**src/rtl/core/arpc_pkg.sv**
```systemverilog
// Package for the action rule priority classifier: field widths, item mode and
// rule kind codes, the structs passed along the cell chain and the kind check.
// No dependencies.
package arpc_pkg;

    localparam int ACCOUNT_W         = 64;
    localparam int NAME_W            = 64;
    localparam int KIND_W            = 2;
    localparam int OFFSET_W          = 16;
    localparam int PRIO_W            = 17;
    localparam int SLOT_W            = 4;
    localparam int TABLE_ENTRIES_DEF = 16;

    // Item mode codes
    localparam logic MODE_RULE   = 1'b0;
    localparam logic MODE_ACTION = 1'b1;

    // Rule kind codes; the fourth code never qualifies
    localparam logic [KIND_W-1:0] KIND_ONLY  = 2'd0;
    localparam logic [KIND_W-1:0] KIND_FIRST = 2'd1;
    localparam logic [KIND_W-1:0] KIND_ANY   = 2'd2;

    // Rule write broadcast to every cell
    typedef struct packed {
        logic                 en;
        logic [SLOT_W-1:0]    slot;
        logic                 enable;
        logic [ACCOUNT_W-1:0] account;
        logic [NAME_W-1:0]    action;
        logic [KIND_W-1:0]    kind;
        logic [OFFSET_W-1:0]  offset;
    } rule_wr_t;

    // Action under classification, held steady during a scan
    typedef struct packed {
        logic [ACCOUNT_W-1:0] account;
        logic [NAME_W-1:0]    action;
        logic                 first;
        logic                 last;
    } query_t;

    // Token handed from cell to cell: best exact and wildcard hits so far
    typedef struct packed {
        logic                valid;
        logic                exact_hit;
        logic [OFFSET_W-1:0] exact_off;
        logic                wild_hit;
        logic [OFFSET_W-1:0] wild_off;
    } hit_t;

    function automatic logic kind_qualifies(input logic [KIND_W-1:0] kind,
                                            input logic first,
                                            input logic last);
        logic q;
        case (kind)
            KIND_ONLY:  q = first & last;
            KIND_FIRST: q = first;
            KIND_ANY:   q = 1'b1;
            default:    q = 1'b0;
        endcase
        return q;
    endfunction

endpackage

```
**src/rtl/core/arpc_if.sv**
```systemverilog
// Channel interfaces of the action rule priority classifier: action/rule
// items, results and the base priority write channel.
// Depends on arpc_pkg.
interface arpc_item_if;
    logic                           valid;
    logic                           ready;
    logic                           mode;
    logic [arpc_pkg::SLOT_W-1:0]    rule_slot;
    logic                           rule_enable;
    logic [arpc_pkg::ACCOUNT_W-1:0] account_name;
    logic [arpc_pkg::NAME_W-1:0]    act_name;
    logic [arpc_pkg::KIND_W-1:0]    match_kind;
    logic signed [arpc_pkg::OFFSET_W-1:0] priority_offset;
    logic                           last_action;

    modport source (output valid, mode, rule_slot, rule_enable, account_name,
                    act_name, match_kind, priority_offset, last_action,
                    input ready);
    modport sink   (input valid, mode, rule_slot, rule_enable, account_name,
                    act_name, match_kind, priority_offset, last_action,
                    output ready);
endinterface

interface arpc_result_if;
    logic                               valid;
    logic                               ready;
    logic signed [arpc_pkg::PRIO_W-1:0] priority_res;
    logic                               matched;

    modport source (output valid, priority_res, matched, input ready);
    modport sink   (input valid, priority_res, matched, output ready);
endinterface

interface arpc_cfg_if;
    logic                                 valid;
    logic                                 ready;
    logic signed [arpc_pkg::OFFSET_W-1:0] base_priority;

    modport source (output valid, base_priority, input ready);
    modport sink   (input valid, base_priority, output ready);
endinterface

```
**src/rtl/core/arpc_cell.sv**
```systemverilog
// One rule cell: holds a table entry, compares it with the broadcast action
// and passes the hit token on to the next cell. Depends on arpc_pkg.
module arpc_cell #(
    parameter int CELL_INDEX = 0
) (
    input  logic               clk,
    input  logic               rst_n,
    input  arpc_pkg::rule_wr_t wr,
    input  arpc_pkg::query_t   qry,
    input  arpc_pkg::hit_t     tok_in,
    output arpc_pkg::hit_t     tok_out
);

    logic                           valid_reg;
    logic [arpc_pkg::ACCOUNT_W-1:0] account_reg;
    logic [arpc_pkg::NAME_W-1:0]    action_reg;
    logic [arpc_pkg::KIND_W-1:0]    kind_reg;
    logic [arpc_pkg::OFFSET_W-1:0]  offset_reg;
    arpc_pkg::hit_t                 tok_reg;
    arpc_pkg::hit_t                 tok_next;

    logic wr_here;
    logic acct_ok;
    logic exact;
    logic wild;

    assign wr_here = wr.en && (int'(wr.slot) == CELL_INDEX);

    // Entry storage
    always_ff @(posedge clk or negedge rst_n)
    begin
        if (!rst_n)
        begin
            valid_reg <= 1'b0;
        end
        else if (wr_here)
        begin
            valid_reg <= wr.enable;
        end
    end

    always_ff @(posedge clk)
    begin
        if (wr_here)
        begin
            account_reg <= wr.account;
            action_reg  <= wr.action;
            kind_reg    <= wr.kind;
            offset_reg  <= wr.offset;
        end
    end

    // Compare against the action; lower cells already had their say
    assign acct_ok = valid_reg && (account_reg == qry.account) &&
                     arpc_pkg::kind_qualifies(kind_reg, qry.first, qry.last);
    assign exact   = acct_ok && (action_reg == qry.action);
    assign wild    = acct_ok && (action_reg == '0);

    always_comb
    begin
        tok_next = tok_in;
        if (!tok_in.exact_hit && exact)
        begin
            tok_next.exact_hit = 1'b1;
            tok_next.exact_off = offset_reg;
        end
        if (!tok_in.wild_hit && wild)
        begin
            tok_next.wild_hit = 1'b1;
            tok_next.wild_off = offset_reg;
        end
    end

    // Token hand-over to the neighbour
    always_ff @(posedge clk or negedge rst_n)
    begin
        if (!rst_n)
        begin
            tok_reg <= '0;
        end
        else
        begin
            tok_reg <= tok_next;
        end
    end

    assign tok_out = tok_reg;

endmodule

```
**src/rtl/core/action_rule_priority_classifier.sv**
```systemverilog
// Action rule priority classifier, top level. Rule cells in a chain plus the
// transaction sequencer. Depends on arpc_pkg, arpc_if and arpc_cell.
//
// Rule writes (mode 0) land in the cell picked by rule_slot. An action
// (mode 1) of an undecided transaction sends a token down the row of
// TABLE_ENTRIES rule cells, one cell per cycle, collecting the lowest exact
// hit and the lowest wildcard hit in one pass; the next item is taken only
// once the token has left the end of the cell chain and the sequencer has
// passed its done state. Actions of an already decided transaction start no
// scan. A result sits in an output register, so the next item is accepted
// while it waits to be taken; a following result waits for that register to
// drain. The table is empty after reset.
module action_rule_priority_classifier #(
    parameter int TABLE_ENTRIES = arpc_pkg::TABLE_ENTRIES_DEF
) (
    input logic           clk,
    input logic           rst_n,
    arpc_item_if.sink     item,
    arpc_result_if.source result,
    arpc_cfg_if.sink      cfg
);

    typedef enum logic [2:0] {
        ST_IDLE = 3'b001,
        ST_SCAN = 3'b010,
        ST_DONE = 3'b100
    } state_t;

    state_t state_reg;
    state_t state_next;

    logic [arpc_pkg::OFFSET_W-1:0] base_reg;
    logic                          at_first_reg;
    logic                          decided_reg;
    logic                          launch_reg;
    arpc_pkg::query_t              qry_reg;

    logic                          pend_emit_reg;
    logic                          pend_matched_reg;
    logic [arpc_pkg::PRIO_W-1:0]   pend_prio_reg;

    logic                          out_valid_reg;
    logic [arpc_pkg::PRIO_W-1:0]   out_prio_reg;
    logic                          out_matched_reg;

    arpc_pkg::rule_wr_t            wr;
    arpc_pkg::hit_t                tok [0:TABLE_ENTRIES];
    arpc_pkg::hit_t                tail;

    logic                          item_acc;
    logic                          act_acc;
    logic                          out_free;
    logic                          any_hit;
    logic [arpc_pkg::OFFSET_W-1:0] hit_off;
    logic [arpc_pkg::PRIO_W-1:0]   sum_prio;
    logic [arpc_pkg::PRIO_W-1:0]   base_ext;

    assign item.ready = (state_reg == ST_IDLE);
    assign item_acc   = item.valid && item.ready;
    assign act_acc    = item_acc && (item.mode == arpc_pkg::MODE_ACTION);
    assign out_free   = !out_valid_reg || result.ready;

    // Configuration register
    assign cfg.ready = 1'b1;

    always_ff @(posedge clk or negedge rst_n)
    begin
        if (!rst_n)
        begin
            base_reg <= '0;
        end
        else if (cfg.valid)
        begin
            base_reg <= cfg.base_priority;
        end
    end

    // Rule write broadcast
    always_comb
    begin
        wr.en      = item_acc && (item.mode == arpc_pkg::MODE_RULE);
        wr.slot    = item.rule_slot;
        wr.enable  = item.rule_enable;
        wr.account = item.account_name;
        wr.action  = item.act_name;
        wr.kind    = item.match_kind;
        wr.offset  = item.priority_offset;
    end

    // Cell chain
    always_comb
    begin
        tok[0]       = '0;
        tok[0].valid = launch_reg;
    end

    for (genvar i = 0; i < TABLE_ENTRIES; i++)
    begin : g_cell
        arpc_cell #(
            .CELL_INDEX (i)
        ) u_cell (
            .clk     (clk),
            .rst_n   (rst_n),
            .wr      (wr),
            .qry     (qry_reg),
            .tok_in  (tok[i]),
            .tok_out (tok[i+1])
        );
    end

    assign tail = tok[TABLE_ENTRIES];

    // Result of the scan: exact hit wins over wildcard
    assign any_hit  = tail.exact_hit || tail.wild_hit;
    assign hit_off  = tail.exact_hit ? tail.exact_off : tail.wild_off;
    assign base_ext = {base_reg[arpc_pkg::OFFSET_W-1], base_reg};
    assign sum_prio = base_ext + {hit_off[arpc_pkg::OFFSET_W-1], hit_off};

    // Sequencer
    always_comb
    begin
        state_next = state_reg;
        unique case (state_reg)
            ST_IDLE:
            begin
                if (act_acc && !decided_reg)
                begin
                    state_next = ST_SCAN;
                end
            end
            ST_SCAN:
            begin
                if (tail.valid)
                begin
                    state_next = ST_DONE;
                end
            end
            ST_DONE:
            begin
                if (!pend_emit_reg || out_free)
                begin
                    state_next = ST_IDLE;
                end
            end
            default: state_next = ST_IDLE;
        endcase
    end

    always_ff @(posedge clk or negedge rst_n)
    begin
        if (!rst_n)
        begin
            state_reg    <= ST_IDLE;
            at_first_reg <= 1'b1;
            decided_reg  <= 1'b0;
            launch_reg   <= 1'b0;
        end
        else
        begin
            state_reg  <= state_next;
            launch_reg <= act_acc && !decided_reg;
            if (act_acc)
            begin
                at_first_reg <= item.last_action;
                if (decided_reg && item.last_action)
                begin
                    decided_reg <= 1'b0;
                end
            end
            if (state_reg == ST_SCAN && tail.valid)
            begin
                decided_reg <= any_hit && !qry_reg.last;
            end
        end
    end

    // Action held for the scan
    always_ff @(posedge clk)
    begin
        if (act_acc && !decided_reg)
        begin
            qry_reg.account <= item.account_name;
            qry_reg.action  <= item.act_name;
            qry_reg.first   <= at_first_reg;
            qry_reg.last    <= item.last_action;
        end
    end

    // Pending result from the scan
    always_ff @(posedge clk)
    begin
        if (state_reg == ST_SCAN && tail.valid)
        begin
            pend_emit_reg    <= any_hit || qry_reg.last;
            pend_matched_reg <= any_hit;
            pend_prio_reg    <= any_hit ? sum_prio : base_ext;
        end
    end

    // Output register
    always_ff @(posedge clk or negedge rst_n)
    begin
        if (!rst_n)
        begin
            out_valid_reg <= 1'b0;
        end
        else if (state_reg == ST_DONE && pend_emit_reg && out_free)
        begin
            out_valid_reg <= 1'b1;
        end
        else if (result.ready)
        begin
            out_valid_reg <= 1'b0;
        end
    end

    always_ff @(posedge clk)
    begin
        if (state_reg == ST_DONE && pend_emit_reg && out_free)
        begin
            out_prio_reg    <= pend_prio_reg;
            out_matched_reg <= pend_matched_reg;
        end
    end

    assign result.valid        = out_valid_reg;
    assign result.priority_res = out_prio_reg;
    assign result.matched      = out_matched_reg;

endmodule
```
**src/flat_wrapper.sv**
```systemverilog
// flat-port wrapper written by rule: the top's interface ports become plain ports
module action_rule_priority_classifier_flat 
#(
    parameter int TABLE_ENTRIES = arpc_pkg::TABLE_ENTRIES_DEF
)
  (clk, rst_n, item_valid, item_mode, item_rule_slot, item_rule_enable, item_account_name, item_act_name, item_match_kind, item_priority_offset, item_last_action, item_ready, result_valid, result_priority_res, result_matched, result_ready, cfg_valid, cfg_base_priority, cfg_ready);
  arpc_item_if item_i ();
  arpc_result_if result_i ();
  arpc_cfg_if cfg_i ();
  input logic clk;
  input logic rst_n;
  input wire logic [$bits(item_i.valid)-1:0] item_valid;
  input wire logic [$bits(item_i.mode)-1:0] item_mode;
  input wire logic [$bits(item_i.rule_slot)-1:0] item_rule_slot;
  input wire logic [$bits(item_i.rule_enable)-1:0] item_rule_enable;
  input wire logic [$bits(item_i.account_name)-1:0] item_account_name;
  input wire logic [$bits(item_i.act_name)-1:0] item_act_name;
  input wire logic [$bits(item_i.match_kind)-1:0] item_match_kind;
  input wire logic [$bits(item_i.priority_offset)-1:0] item_priority_offset;
  input wire logic [$bits(item_i.last_action)-1:0] item_last_action;
  output wire logic [$bits(item_i.ready)-1:0] item_ready;
  output wire logic [$bits(result_i.valid)-1:0] result_valid;
  output wire logic [$bits(result_i.priority_res)-1:0] result_priority_res;
  output wire logic [$bits(result_i.matched)-1:0] result_matched;
  input wire logic [$bits(result_i.ready)-1:0] result_ready;
  input wire logic [$bits(cfg_i.valid)-1:0] cfg_valid;
  input wire logic [$bits(cfg_i.base_priority)-1:0] cfg_base_priority;
  output wire logic [$bits(cfg_i.ready)-1:0] cfg_ready;
  assign item_i.valid = item_valid;
  assign item_i.mode = item_mode;
  assign item_i.rule_slot = item_rule_slot;
  assign item_i.rule_enable = item_rule_enable;
  assign item_i.account_name = item_account_name;
  assign item_i.act_name = item_act_name;
  assign item_i.match_kind = item_match_kind;
  assign item_i.priority_offset = item_priority_offset;
  assign item_i.last_action = item_last_action;
  assign item_ready = item_i.ready;
  assign result_valid = result_i.valid;
  assign result_priority_res = result_i.priority_res;
  assign result_matched = result_i.matched;
  assign result_i.ready = result_ready;
  assign cfg_i.valid = cfg_valid;
  assign cfg_i.base_priority = cfg_base_priority;
  assign cfg_ready = cfg_i.ready;
  action_rule_priority_classifier #(.TABLE_ENTRIES(TABLE_ENTRIES)) u_core (.clk(clk), .rst_n(rst_n), .item(item_i), .result(result_i), .cfg(cfg_i));
endmodule
```
**config.mk**
```make
export PLATFORM = sky130hd
export DESIGN_NAME = action_rule_priority_classifier_flat
export DESIGN_NICKNAME = d
export VERILOG_FILES = /design/src/rtl/core/arpc_pkg.sv /design/src/rtl/core/arpc_if.sv /design/src/rtl/core/arpc_cell.sv /design/src/rtl/core/action_rule_priority_classifier.sv /design/src/flat_wrapper.sv
export SDC_FILE = /design/constraint.sdc
export NUM_CORES = 2
export LEC_CHECK = 0
export BUFFER_PORTS_ARGS = -buffer_cell sky130_fd_sc_hd__buf_2
export CELL_PAD_IN_SITES_DETAIL_PLACEMENT = 1
export CELL_PAD_IN_SITES_GLOBAL_PLACEMENT = 2
export CORE_MARGIN = 4
export CORE_UTILIZATION = 43
export CTS_CLUSTER_DIAMETER = 60
export DETAILED_ROUTE_END_ITERATION = 12
export GPL_TIMING_DRIVEN = 0
export PLACE_DENSITY_LB_ADDON = 0.1
export SYNTH_ARGS = -nofsm -noshare
export SYNTH_HDL_FRONTEND = slang
export SYNTH_SLANG_ARGS = --single-unit
```
**constraint.sdc**
```tcl
create_clock -name clk -period 16.8 [get_ports clk]
set_input_delay 0.84 -clock clk [delete_from_list [all_inputs] [get_ports clk]]
set_output_delay 0.84 -clock clk [all_outputs]
set_load 0.01 [all_outputs]
```
==> results by group <==
Yosys
  • Ys Warns: 0
  • Top cell type's share of synthesized area: 0.600
  • Gate Count Post-Synth: between 7000 and 8000
  • Post-synth top cells: 2503 x edfxtp_1, 1267 x xor2_1, 658 x nor4_1
  • Post-Synthesis Cell Area: around 0.13 mm²
  • FF+latch count, synth: roughly 3100
  • Most common cell in the netlist: edfxtp_1
  • Yosys top cell by area: edfxtp_1
  • Synth Net Count: roughly 8000
  • Post-synth EDFFs: approximately 2500
  • Synth Area per Inst: 16.4 µm²
  • Largest cells by area after synthesis: edfxtp_1 60%, dfrtp_1 12%, xor2_1 8.9%
  • Async set-reset flop share out of synthesis: 0.193
  • Netlist cell types: 74
  • Ys flop type: edfxtp_1
  • Register area share after synthesis: 0.720

Detailed routing
  • TritonRoute pass-1 iters: 6
  • Vias: 79300
  • Iteration-0 DRC Markers: 13500
  • Total wire length: around 540 mm
  • Wire per inst: 43.0 µm
  • Antenna-violating nets left: 0
  • Via/cell ratio: ~6.3
  • # DRC: 0

GRT
  • Largest net degree at the start of global routing: 130
  • First-pass GRT wire length: between 700 and 800 mm
  • Initial antenna violation count: between 90 and 100
  • GRT Residual Overflow: 0
  • Total track usage: 0.356
  • Vias in the first global route: around 80000

Power
  • Combinational group share of total power: 0.108
  • Leak: 0.0519 µW
  • Internal power: around 13000 µW
  • Clock power frac: 0.420
  • Net switching fraction of the power: 0.266
  • Sequential share of power: 0.471
  • Psw: around 4800 µW
  • PD cells: roughly 120 mW/mm²
  • Power Total: 18100 µW
  • Max IR drop VDD: about 0.09 mV

Place
  • GP Congestion: approximately 0.94
  • Setup WS pre-CTS: approximately 10 ns
  • Post-DP HPWL: roughly 340 mm
  • Port Buffers: 192

Floorplan
  • Die Y: 548 µm
  • Io pins: 195
  • Initial Util: 0.434
  • Die area: approximately 0.3 mm²
  • Core area: between 0.2 and 0.3 mm²
  • FP Rows: 197
  • Die width: between 500 and 600 µm

Critical path
  • Reg-to-Reg End: u_core.g_cell[2].u_cell.tok_out[26]
  • Critical Path Start: u_core.qry_reg[34]
  • FF-to-FF path depth: 10
  • Flop-to-flop setup slack: slightly below 10 ns
  • Max Fanout on Critical Path: 10
  • CP Launch Type: flop
  • Critical path endpoint category: flop
  • Critical R2R Launch: u_core.qry_reg[34]
  • CP Data Arrival Time: between 7 and 8 ns
  • CP required: between 15 and 20 ns
  • WS Path Type: reg -> reg

Clock tree
  • Clock Pin Slew Worst Setup and Hold Paths: roughly 0.060 ns
  • CTS buffer count: ~350
  • Cts hold-fix bufs: 1
  • Htree depth: 5
  • CTS tree: done
  • CTS sink cnt: ~3100
  • Post-CTS Setup Bufs: 0
  • Clock tree buffer depth: 4
  • Gates resized, CTS repair: 0
  • Worst-skew pair later-pin latency: between 0.9 and 1 ns
  • Root Driver: clkbuf_16

Timing
  • Crit path time final: 6.90 ns
  • Setup TNS: 0 ns
  • Tcrit/Tclk final: 0.411
  • Unrepaired setup endpoints after global routing: false
  • Fin. max-slew vios: 122
  • Setup Viol. Count Final: 0
  • Fmax: between 100 and 150 MHz
  • Worst Max-Slew Pin Slew: ~1.7 ns
  • Slew headroom: -0.109
  • Hold Violations, Final: 0
  • Fin worst setup slack: slightly below 10 ns
  • Final setup skew: between 0.07 and 0.08 ns

Cells and area
  • Final core utilization: 0.505
  • Share of post-route cells with drive strength above 1: 0.193
  • Fill count: between 20000 and 30000
  • Area Overhead vs Synth: 16.5%
  • Final net count: about 8600

Worst hold path
  • Hold Path End: u_core.base_reg[14]
  • Hold_sp: cfg_base_priority[14]
  • Hold Path Stages: 2
  • Hold/Removal Path Class: in -> reg

Run status
  • Status: complete, but fails checks
  • Violated checks: capacitance limit, slew limit

Flow run
  • Max_cap viols: 17
placed cells by master (no fill, tap or decap), types with 26 or more instances in the layout:
cell type and instances:
o2bb2ai_1 28, nand4_1 319, nand2b_1 134, nor2_1 48, nor4_1 638, buf_6 59, inv_1 120, buf_12 54
nand2_1 63, xnor2_1 511, clkinv_1 48, mux2_2 516, xor2_1 1267, clkbuf_1 203, a22o_1 32, buf_4 61
nand3_1 40, edfxtp_1 2503, o2111ai_1 29, clkbuf_2 43, dfrtp_1 597, buf_2 340, clkinv_2 57, clkbuf_8 26
nor3_1 28, clkbuf_16 356, diode_2 84, o22ai_1 54, o21ai_0 41, nor2b_1 54
final cells by class:
cell class / count / area, µm² / share of cell area
Sequential cell: 3102 / 90200 / 0.618
Multi-Input combinational cell: 4123 / 33500 / 0.230
Clock buffer: 481 / 9640 / 0.0661
Tap cell: 3880 / 4850 / 0.0333
Timing Repair Buffer: 409 / 4070 / 0.0279
Clock inverter: 153 / 1530 / 0.0105
Buffer: 308 / 1430 / 0.00981
Inverter: 125 / 469 / 0.00322
Antenna cell: 84 / 210 / 0.00144
cell families (layout without fill, tap and decap cells):
logic type / Yosys count / in the layout / synth area share
AO/OA/AOI/OAI: 321 / 321 / 0.0196
buffers and inverters: 433 / 1476 / 0.0144
multiplexers: 538 / 538 / 0.0486
flip-flops: 3102 / 3102 / 0.720
adder cells (fa/ha/maj): 17 / 17 / 0.00176
other: 1 / 85 / 0.0000299
XOR/XNOR: 1778 / 1778 / 0.124
AND/OR/NAND/NOR: 1468 / 1468 / 0.0715
per-layer routing:
metal	vias to the layer above	wire length [µm]	global-route usage
met4	6	35800	0.200
met2	5627	243000	0.543
met5	-	34	0
met3	1412	57600	0.0739
li1	30600	-	-
met1	41700	209000	0.477
power groups by stage:
stage / Clock [µW] / Sequential [µW] / Combinational (µW)
floorplan: 0 / 8700 / 761
global placement: 0 / 8750 / 1810
detailed placement: 0 / 8690 / 1880
CTS: 7680 / 8530 / 1890
global route: 8000 / 8540 / 1940
finish: 7610 / 8540 / 1960
how the worst max path moves through the flow:
stage,to,slack [ns],cells after the start
detailed placement,u_core.g_cell[10].u_cell.tok_out[8],10.10,10
finish,u_core.g_cell[2].u_cell.tok_out[26],9.90,10
global route,u_core.g_cell[1].u_cell.tok_out[6],9.96,10
floorplan,u_core.g_cell[12].u_cell.valid_reg,-0.24,5
CTS,u_core.g_cell[1].u_cell.tok_out[13],10.04,10
global placement,u_core.g_cell[4].u_cell.valid_reg,-11.48,5
per-stage QoR:
step	instances	hold WS (ns)	cell area [µm²]
finish	12700	0.181	146000
detailed placement	11900	0.337	134000
floorplan	7658	0.331	125000
global route	12600	0.151	146000
CTS	12600	0.110	146000
global placement	11700	0.333	131000
worst max-delay path, cell delays in order (launching register included):
cell and delay [ns]:
edfxtp_1 0.32, clkbuf_1 0.99, clkbuf_1 1.28, xor2_1 0.18, nor4_1 0.36, nand4_1 0.23, nor4_1 1.13, nand3_1 0.59
nor2_1 0.85, buf_2 0.40, mux2_2 0.38
(Power assumes the default switching activity.)
